### config.mk
export PLATFORM = sky130hd
export DESIGN_NAME = padded_radix_number_formatter
export DESIGN_NICKNAME = d
export VERILOG_FILES = /design/src/rtl/core/prnf_pkg.sv /design/src/rtl/core/padded_radix_number_formatter.sv /design/src/rtl/core/prnf_datapath.sv /design/src/rtl/core/prnf_ctrl.sv
export VERILOG_INCLUDE_DIRS = /design/src /design/src/rtl/core
export SDC_FILE = /design/constraint.sdc
export NUM_CORES = 1
export LEC_CHECK = 0
export BUFFER_PORTS_ARGS = -buffer_cell sky130_fd_sc_hd__buf_2
export CORE_ASPECT_RATIO = 0.8
export CORE_UTILIZATION = 60
export CTS_BUF_LIST = sky130_fd_sc_hd__clkbuf_16
export DETAILED_ROUTE_END_ITERATION = 16
export MAX_ROUTING_LAYER = met4
export PLACE_DENSITY = 0.8
export SLEW_MARGIN = 15
export SYNTH_ARGS = -nofsm -noshare
export SYNTH_HDL_FRONTEND = slang
export SYNTH_HIERARCHICAL = 1
export SYNTH_SLANG_ARGS = --single-unit
### constraint.sdc
create_clock -name clk_i -period 8.3 [get_ports clk_i]
set_clock_uncertainty 0.2 [all_clocks]
set_input_delay 1.66 -clock clk_i [delete_from_list [all_inputs] [get_ports clk_i]]
set_output_delay 1.66 -clock clk_i [all_outputs]
set_load 0.05 [all_outputs]
### src/rtl/core/padded_radix_number_formatter_defines.svh
// Assertion macros for the formatter RTL.
`ifndef PADDED_RADIX_NUMBER_FORMATTER_DEFINES_SVH
`define PADDED_RADIX_NUMBER_FORMATTER_DEFINES_SVH

// Same-cycle implication.
`define PRNF_ASSERT_NOW(label, clk, rst_n, ante, cons) \
  label: assert property (@(posedge clk) disable iff (!rst_n) (ante) |-> (cons)) \
    else $error("%m: same-cycle check failed");

// Next-cycle implication.
`define PRNF_ASSERT_NEXT(label, clk, rst_n, ante, cons) \
  label: assert property (@(posedge clk) disable iff (!rst_n) (ante) |=> (cons)) \
    else $error("%m: next-cycle check failed");

`endif

### src/rtl/core/prnf_pkg.sv
`default_nettype none

package prnf_pkg;

  localparam int MAX_WIDTH     = 40;
  localparam int WIDTH_W       = 6;
  localparam int VALUE_W       = 64;
  localparam int BCD_DIGITS    = 20;
  localparam int BCD_W         = BCD_DIGITS * 4;
  localparam int BITS_PER_STEP = 4;
  localparam int CONV_STEPS    = VALUE_W / BITS_PER_STEP;
  localparam int CNT_W         = $clog2(CONV_STEPS);
  localparam int DN_W          = $clog2(BCD_DIGITS + 1);
  localparam int IDX_W         = $clog2(BCD_DIGITS);

  localparam logic [7:0] CH_ZERO  = 8'h30;
  localparam logic [7:0] CH_X     = 8'h78;
  localparam logic [7:0] CH_SPACE = 8'h20;
  localparam logic [7:0] CH_MINUS = 8'h2d;
  localparam logic [7:0] CH_PLUS  = 8'h2b;
  localparam logic [7:0] CH_LO_A  = 8'h61;
  localparam logic [7:0] CH_UP_A  = 8'h41;

  typedef enum logic [2:0] {
    KIND_SDEC = 3'd0,
    KIND_UDEC = 3'd1,
    KIND_HEXL = 3'd2,
    KIND_HEXU = 3'd3,
    KIND_PTR  = 3'd4
  } kind_e;

  typedef enum logic [2:0] {
    SEL_ZERO  = 3'd0,
    SEL_X     = 3'd1,
    SEL_SPACE = 3'd2,
    SEL_SIGN  = 3'd3,
    SEL_DIGIT = 3'd4
  } ch_sel_e;

  typedef struct packed {
    logic    load;
    logic    conv_step;
    logic    size;
    logic    pad_dec;
    logic    idx_dec;
    ch_sel_e sel;
  } prnf_cmd_t;

  typedef struct packed {
    logic conv_last;
    logic has_prefix;
    logic has_sign;
    logic left;
    logic zero;
    logic pad_nz;
    logic pad_one;
    logic idx_zero;
  } prnf_sts_t;

  function automatic logic is_hex_kind(input logic [2:0] kind);
    logic hex;
    hex = (kind == KIND_HEXL) || (kind == KIND_HEXU) || (kind == KIND_PTR);
    return hex;
  endfunction

  function automatic logic [7:0] digit_char(input logic [3:0] nib, input logic upper);
    logic [7:0] c;
    if (nib < 4'd10) begin
      c = CH_ZERO + 8'(nib);
    end else begin
      c = (upper ? CH_UP_A : CH_LO_A) + 8'(nib) - 8'd10;
    end
    return c;
  endfunction

endpackage

`default_nettype wire

### src/rtl/core/padded_radix_number_formatter.sv
// Formats one 64-bit value per transfer as signed decimal, unsigned decimal,
// lower or upper hex, or pointer text, and sends it out one ASCII character
// per transfer, most significant first, with last set on the final one.
// Padding to min_width (saturated at 40) follows the usual printf rules; a
// pointer's "0x" is not counted in the width. One item is worked at a time:
// a decimal item is taken in the idle state, goes through the binary-to-BCD
// converter (four bits per cycle), then a sizing state and a routing state,
// and then sends its characters; hex items skip the converter, and pointer
// items also skip the routing state. Codes 5 to 7 format as unsigned decimal.
// The input is stalled until the last character of the current item has
// been transferred.
`default_nettype none

module padded_radix_number_formatter (
  input  wire logic        clk_i,
  input  wire logic        rst_ni,
  input  wire logic        in_valid_i,
  output logic             in_stall_o,
  input  wire logic [2:0]  cmd_i,
  input  wire logic [63:0] value_i,
  input  wire logic [5:0]  min_width_i,
  input  wire logic        zfill_i,
  input  wire logic        ljust_i,
  input  wire logic        plus_sign_i,
  input  wire logic        space_sign_i,
  output logic             out_valid_o,
  input  wire logic        out_stall_i,
  output logic [7:0]       ch_o,
  output logic             last_o
);
  import prnf_pkg::*;

  prnf_cmd_t cmd;
  prnf_sts_t sts;

  prnf_ctrl u_ctrl (
    .clk_i       (clk_i),
    .rst_ni      (rst_ni),
    .in_valid_i  (in_valid_i),
    .in_stall_o  (in_stall_o),
    .kind_i      (cmd_i),
    .out_valid_o (out_valid_o),
    .out_stall_i (out_stall_i),
    .last_o      (last_o),
    .cmd_o       (cmd),
    .sts_i       (sts)
  );

  prnf_datapath u_datapath (
    .clk_i        (clk_i),
    .cmd_i        (cmd),
    .sts_o        (sts),
    .kind_i       (cmd_i),
    .value_i      (value_i),
    .min_width_i  (min_width_i),
    .zfill_i      (zfill_i),
    .ljust_i      (ljust_i),
    .plus_sign_i  (plus_sign_i),
    .space_sign_i (space_sign_i),
    .ch_o         (ch_o)
  );

endmodule

`default_nettype wire

### src/rtl/core/prnf_datapath.sv
`default_nettype none

module prnf_datapath (
  input  wire logic                clk_i,
  input  wire prnf_pkg::prnf_cmd_t cmd_i,
  output prnf_pkg::prnf_sts_t      sts_o,
  input  wire logic [2:0]          kind_i,
  input  wire logic [63:0]         value_i,
  input  wire logic [5:0]          min_width_i,
  input  wire logic                zfill_i,
  input  wire logic                ljust_i,
  input  wire logic                plus_sign_i,
  input  wire logic                space_sign_i,
  output logic [7:0]               ch_o
);
  import prnf_pkg::*;

  logic [VALUE_W-1:0] bin_q, bin_d;
  logic [BCD_W-1:0]   bcd_q, bcd_d;
  logic [CNT_W-1:0]   cnt_q;
  logic [WIDTH_W-1:0] width_q;
  logic [WIDTH_W-1:0] pad_q;
  logic [IDX_W-1:0]   idx_q;
  logic [7:0]         sign_ch_q;
  logic               has_sign_q;
  logic               upper_q;
  logic               prefix_q;
  logic               left_q;
  logic               zero_q;

  logic               neg;
  logic [VALUE_W-1:0] mag;
  logic [WIDTH_W-1:0] width_sat;
  logic [DN_W-1:0]    dn;
  logic [WIDTH_W-1:0] total;
  logic [WIDTH_W-1:0] pad_new;

  assign neg       = (kind_i == KIND_SDEC) && value_i[VALUE_W-1];
  assign mag       = neg ? (~value_i + 64'd1) : value_i;
  assign width_sat = (min_width_i > WIDTH_W'(MAX_WIDTH)) ? WIDTH_W'(MAX_WIDTH) : min_width_i;

  always_comb begin
    bcd_d = bcd_q;
    bin_d = bin_q;
    for (int s = 0; s < BITS_PER_STEP; s++) begin
      for (int d = 0; d < BCD_DIGITS; d++) begin
        if (bcd_d[d*4 +: 4] >= 4'd5) begin
          bcd_d[d*4 +: 4] = bcd_d[d*4 +: 4] + 4'd3;
        end
      end
      {bcd_d, bin_d} = {bcd_d[BCD_W-2:0], bin_d, 1'b0};
    end
  end

  always_comb begin
    dn = DN_W'(1);
    for (int i = 0; i < BCD_DIGITS; i++) begin
      if (bcd_q[i*4 +: 4] != 4'd0) begin
        dn = DN_W'(i + 1);
      end
    end
    total   = WIDTH_W'(dn) + WIDTH_W'(has_sign_q);
    pad_new = (width_q > total) ? (width_q - total) : '0;
  end

  always_ff @(posedge clk_i) begin
    if (cmd_i.load) begin
      bin_q      <= mag;
      bcd_q      <= is_hex_kind(kind_i) ? BCD_W'(value_i) : '0;
      cnt_q      <= '0;
      width_q    <= width_sat;
      has_sign_q <= neg || ((kind_i == KIND_SDEC) && (plus_sign_i || space_sign_i));
      sign_ch_q  <= neg ? CH_MINUS : (plus_sign_i ? CH_PLUS : CH_SPACE);
      upper_q    <= (kind_i == KIND_HEXU);
      prefix_q   <= (kind_i == KIND_PTR);
      left_q     <= ljust_i;
      zero_q     <= zfill_i;
    end
    if (cmd_i.conv_step) begin
      bin_q <= bin_d;
      bcd_q <= bcd_d;
      cnt_q <= cnt_q + CNT_W'(1);
    end
    if (cmd_i.size) begin
      pad_q <= pad_new;
      idx_q <= IDX_W'(dn - DN_W'(1));
    end
    if (cmd_i.pad_dec) begin
      pad_q <= pad_q - WIDTH_W'(1);
    end
    if (cmd_i.idx_dec) begin
      idx_q <= idx_q - IDX_W'(1);
    end
  end

  always_comb begin
    sts_o.conv_last  = (cnt_q == CNT_W'(CONV_STEPS - 1));
    sts_o.has_prefix = prefix_q;
    sts_o.has_sign   = has_sign_q;
    sts_o.left       = left_q;
    sts_o.zero       = zero_q;
    sts_o.pad_nz     = (pad_q != '0);
    sts_o.pad_one    = (pad_q == WIDTH_W'(1));
    sts_o.idx_zero   = (idx_q == '0);
  end

  always_comb begin
    unique case (cmd_i.sel)
      SEL_ZERO:  ch_o = CH_ZERO;
      SEL_X:     ch_o = CH_X;
      SEL_SPACE: ch_o = CH_SPACE;
      SEL_SIGN:  ch_o = sign_ch_q;
      SEL_DIGIT: ch_o = digit_char(bcd_q[{idx_q, 2'b00} +: 4], upper_q);
      default:   ch_o = CH_SPACE;
    endcase
  end

endmodule

`default_nettype wire

### src/rtl/core/prnf_ctrl.sv
`default_nettype none

`include "padded_radix_number_formatter_defines.svh"

module prnf_ctrl (
  input  wire logic                clk_i,
  input  wire logic                rst_ni,
  input  wire logic                in_valid_i,
  output logic                     in_stall_o,
  input  wire logic [2:0]          kind_i,
  output logic                     out_valid_o,
  input  wire logic                out_stall_i,
  output logic                     last_o,
  output prnf_pkg::prnf_cmd_t      cmd_o,
  input  wire prnf_pkg::prnf_sts_t sts_i
);
  import prnf_pkg::*;

  typedef enum logic [10:0] {
    ST_IDLE  = 11'b000_0000_0001,
    ST_CONV  = 11'b000_0000_0010,
    ST_SIZE  = 11'b000_0000_0100,
    ST_ROUTE = 11'b000_0000_1000,
    ST_PFX0  = 11'b000_0001_0000,
    ST_PFXX  = 11'b000_0010_0000,
    ST_PADL  = 11'b000_0100_0000,
    ST_SIGN  = 11'b000_1000_0000,
    ST_ZPAD  = 11'b001_0000_0000,
    ST_DIGIT = 11'b010_0000_0000,
    ST_PADR  = 11'b100_0000_0000
  } state_e;

  state_e state_q, state_d;
  logic   fire;

  function automatic state_e route_next(input prnf_sts_t s);
    state_e n;
    if (!s.left && !s.zero && s.pad_nz) begin
      n = ST_PADL;
    end else if (s.has_sign) begin
      n = ST_SIGN;
    end else if (!s.left && s.zero && s.pad_nz) begin
      n = ST_ZPAD;
    end else begin
      n = ST_DIGIT;
    end
    return n;
  endfunction

  assign in_stall_o = (state_q != ST_IDLE);
  assign fire       = out_valid_o && !out_stall_i;

  always_comb begin
    state_d     = state_q;
    cmd_o       = '0;
    cmd_o.sel   = SEL_SPACE;
    out_valid_o = 1'b0;
    last_o      = 1'b0;
    unique case (state_q)
      ST_IDLE: begin
        if (in_valid_i) begin
          cmd_o.load = 1'b1;
          state_d    = is_hex_kind(kind_i) ? ST_SIZE : ST_CONV;
        end
      end
      ST_CONV: begin
        cmd_o.conv_step = 1'b1;
        if (sts_i.conv_last) begin
          state_d = ST_SIZE;
        end
      end
      ST_SIZE: begin
        cmd_o.size = 1'b1;
        state_d    = sts_i.has_prefix ? ST_PFX0 : ST_ROUTE;
      end
      ST_ROUTE: begin
        state_d = route_next(sts_i);
      end
      ST_PFX0: begin
        out_valid_o = 1'b1;
        cmd_o.sel   = SEL_ZERO;
        if (fire) begin
          state_d = ST_PFXX;
        end
      end
      ST_PFXX: begin
        out_valid_o = 1'b1;
        cmd_o.sel   = SEL_X;
        if (fire) begin
          state_d = route_next(sts_i);
        end
      end
      ST_PADL: begin
        out_valid_o = 1'b1;
        cmd_o.sel   = SEL_SPACE;
        if (fire) begin
          cmd_o.pad_dec = 1'b1;
          if (sts_i.pad_one) begin
            state_d = sts_i.has_sign ? ST_SIGN : ST_DIGIT;
          end
        end
      end
      ST_SIGN: begin
        out_valid_o = 1'b1;
        cmd_o.sel   = SEL_SIGN;
        if (fire) begin
          state_d = (!sts_i.left && sts_i.zero && sts_i.pad_nz) ? ST_ZPAD : ST_DIGIT;
        end
      end
      ST_ZPAD: begin
        out_valid_o = 1'b1;
        cmd_o.sel   = SEL_ZERO;
        if (fire) begin
          cmd_o.pad_dec = 1'b1;
          if (sts_i.pad_one) begin
            state_d = ST_DIGIT;
          end
        end
      end
      ST_DIGIT: begin
        out_valid_o = 1'b1;
        cmd_o.sel   = SEL_DIGIT;
        last_o      = sts_i.idx_zero && !(sts_i.left && sts_i.pad_nz);
        if (fire) begin
          if (sts_i.idx_zero) begin
            state_d = (sts_i.left && sts_i.pad_nz) ? ST_PADR : ST_IDLE;
          end else begin
            cmd_o.idx_dec = 1'b1;
          end
        end
      end
      ST_PADR: begin
        out_valid_o = 1'b1;
        cmd_o.sel   = SEL_SPACE;
        last_o      = sts_i.pad_one;
        if (fire) begin
          cmd_o.pad_dec = 1'b1;
          if (sts_i.pad_one) begin
            state_d = ST_IDLE;
          end
        end
      end
      default: begin
        state_d = ST_IDLE;
      end
    endcase
  end

  always_ff @(posedge clk_i or negedge rst_ni) begin
    if (!rst_ni) begin
      state_q <= ST_IDLE;
    end else begin
      state_q <= state_d;
    end
  end

  `PRNF_ASSERT_NEXT(a_accept_starts_work, clk_i, rst_ni, in_valid_i && !in_stall_o, (state_q == ST_CONV) || (state_q == ST_SIZE))
  `PRNF_ASSERT_NOW(a_no_accept_while_emitting, clk_i, rst_ni, out_valid_o, in_stall_o)
  `PRNF_ASSERT_NEXT(a_last_ends_item, clk_i, rst_ni, fire && last_o, state_q == ST_IDLE)

endmodule

`default_nettype wire

==> flow_summary.toml <==
[outcome]
status = "finished, final reports clean"

[place]
placed_cell_area_sq_mm = 0.0220
dp_hpwl_um = 43400
port_buffers = 90
finalWeightedCongestion = 0.962

[setup_path]
end_kind = "flip-flop"
start_kind = "flip-flop"
required_ps = 8340
crit_path_max_fanout = 8
path_class = "flip-flop to flip-flop"
cp.arrival_ps = 6100

[yosys]
postSynth.topFlopCell = "edfxtp_1"
ys_ff_latch = 184
synth.distinct_cells = 93
synth_top_cell_by_area = "edfxtp_1"
syn_inst = 2542
synth_most_common_cell = "nand2_1"
synth.top_cell.area_share = 0.238
syn_area_sq_mm = 0.0213
synthTopCellsByArea = "edfxtp_1, ha_1, nand2_1"
synth_common_cells = "nand2_1, inv_1, o21ai_0, ha_1, edfxtp_1"
synthArstFlopShare = 0.0598
yosysSeqAreaShare = 0.255
syn-num-nets = 2799
avgSynthCellArea_sq_um = 8.39
synth_edf_count = 169
ys_warn_count = 6

[sta]
finalHoldViolations = 0
grt_setup_unrepaired = "false"
slew_headroom = 0.234
setup_viol = 0
max_freq_ghz = 0.165
tightest_slew_ps = 1140
fin_crit_sh = 0.730
fin_tns_setup_ps = 0
fin_crit_ps = 6060
final_max_slew_viol_count = 0

[floorplanning]
fp.dieH_um = 171
num_io_pins = 92
start_util = 0.611
die_area_sq_mm = 0.0363
rows = 61
core-area_sq_mm = 0.0349
dieWidth_um = 213

[finish]
drive_above_1_share = 0.0992
final_area_sq_mm = 0.0226
area_growth_pct = 6.05
register_area_sq_mm = 0.00543
nNetsFinal = 2815
fillers = 2878
multi_input_area_sq_mm = 0.0147

[cts]
cts.sinks = 184
cts_tree = "done"
path_clk_slew_ps = 70
cts_buffers = 17
cts_buffer_depth = 2
cts_root_buf = "clkbuf_16"
clk-insertion-delay-late_ps = 450
cts_hold_buf = 0
cts.htree.levels = 4
postCtsSetupRepairBufs = 0
cts_resized = 0

[global_routing]
grt_pass1_wl_um = 91300
grt_max_degree = 84
grt_overflow = 0
grt_pass1_vias = 18092
antenna_found_initial = 6
groute.usage.overall = 0.323

[route]
antenna_left = 0
drc = 0
wire_per_inst_um = 19.0
drt_iter0_drc = 2049
routed_via_density = 6.49
via_count = 19791
first_pass_iters = 8
wl_um = 57800

[hold_path]
hold_path.class = "flip-flop to flip-flop"

[flow_run]
maxCapViolations = 0
## final timing paths
kind                                               startpoint                       endpoint  slack (ps)  cells past startpoint
min in group asynchronous                              rst_ni  u_ctrl/state_q[6]$_DFFE_PN0P_         880                      1
worst min register to register  u_datapath/prefix_q$_DFFE_PP_  u_ctrl/state_q[3]$_DFFE_PN0P_         250                      1
worst min-delay path            u_datapath/prefix_q$_DFFE_PP_  u_ctrl/state_q[3]$_DFFE_PN0P_         250                      1
worst max register to register  u_datapath/bcd_q[4]$_DFFE_PP_  u_datapath/bcd_q[5]$_DFFE_PP_        2240                     25
max in group asynchronous                              rst_ni  u_ctrl/state_q[0]$_DFFE_PN1P_        6750                      1
worst max-delay path            u_datapath/bcd_q[4]$_DFFE_PP_  u_datapath/bcd_q[5]$_DFFE_PP_        2240                     25
## metal layers
metal | vias up | track usage | part of all wire
met2 | 891 | 0.501 | 0.45
met5 | - | - | 0
li1 | 9356 | - | -
met1 | 9451 | 0.440 | 0.44
met3 | 93 | 0.0398 | 0.081
met4 | 0 | 0.0963 | 0.023
## cell usage in the layout (no fill, tap or decap), drive strengths merged, types with 12 or more instances in the layout
cell type and instances:
a211o 32, or3 14, a21oi 92, a22oi 12, mux4 20, nand4 13
buf 101, a21o 36, or2 14, inv 212, o31ai 35, o21ai 208
mux2i 109, nor3 54, a211oi 37, xor2 43, a2bb2oi 20, and2 50
xnor2 98, a31oi 29, or3b 14, nor2 138, ha 175, a221oi 20
or4 19, nand2b 72, clkbuf 17, nor2b 41, nand3 42, o211ai 26
and3 12, edfxtp 169, a2111oi 13, o21a 18, nor3b 34, mux2 36
nand2 292, nor4 21
## flip-flops by register name (all words and copies together), names as in the netlist
| name | cells |
|---|---|
| u_datapath/has_sign_q | 1 |
| u_datapath/width_q | 6 |
| u_ctrl/state_q | 11 |
| u_datapath/left_q | 1 |
| u_datapath/sign_ch_q | 3 |
| u_datapath/idx_q | 5 |
| u_datapath/bcd_q | 80 |
| u_datapath/pad_q | 6 |
| u_datapath/upper_q | 1 |
| u_datapath/zero_q | 1 |
| u_datapath/cnt_q | 4 |
| u_datapath/prefix_q | 1 |
| u_datapath/bin_q | 64 |
## worst max-delay path, cell delays in order (launching register included)
cell	delay [ps]
edfxtp_1	490
inv_1	110
ha_1	290
nor2b_1	260
a2bb2oi_1	230
and2_1	240
inv_1	90
ha_1	300
nand2b_1	140
inv_1	60
o31a_1	310
xnor2_1	330
inv_1	150
ha_1	220
nand2b_1	180
and2_1	170
a32oi_1	290
nand2_1	160
xnor2_1	390
ha_1	250
nand2b_1	110
nand2_1	110
a2bb2oi_1	170
nand3_1	160
xor2_1	170
o21ai_0	280
## cells by family (layout without fill, tap and decap cells)
kind of cell / count (synthesis) / in the layout / share of synthesized area
buffers and inverters: 314 / 343 / 0.0586
muxes: 165 / 165 / 0.0919
other: 2 / 8 / 0.000352
xor gates and xnor gates: 141 / 141 / 0.0579
adders and majority gates: 176 / 176 / 0.104
and+or+nand+nor: 866 / 866 / 0.210
AOI/OAI and AO/OA: 694 / 694 / 0.223
DFF: 184 / 184 / 0.255
## final cells by class
| type | count | area share |
|---|---|---|
| clock inverter | 15 | 0.00769 |
| multi-input combinational | 2044 | 0.648 |
| clock buffer | 17 | 0.0188 |
| sequential | 184 | 0.240 |
| antenna | 6 | 0.000664 |
| timing repair buffer | 101 | 0.0236 |
| tap | 472 | 0.0261 |
| inverter | 210 | 0.0349 |
## per-stage QoR
step / cells / utilization / hold WS (ps) / setup WS, ps
floorplan: 2542 / - / 260 / 3200
global placement: 3011 / 0.631 / 231 / 2740
detailed placement: 3011 / 0.631 / 237 / 2440
CTS: 3043 / 0.648 / 251 / 2350
global route: 3049 / 0.648 / 273 / 1870
finish: 3049 / 0.648 / 250 / 2240
Power is not shown: default switching activity piles up to over one toggle a cycle in this logic, so the estimate is an artifact.
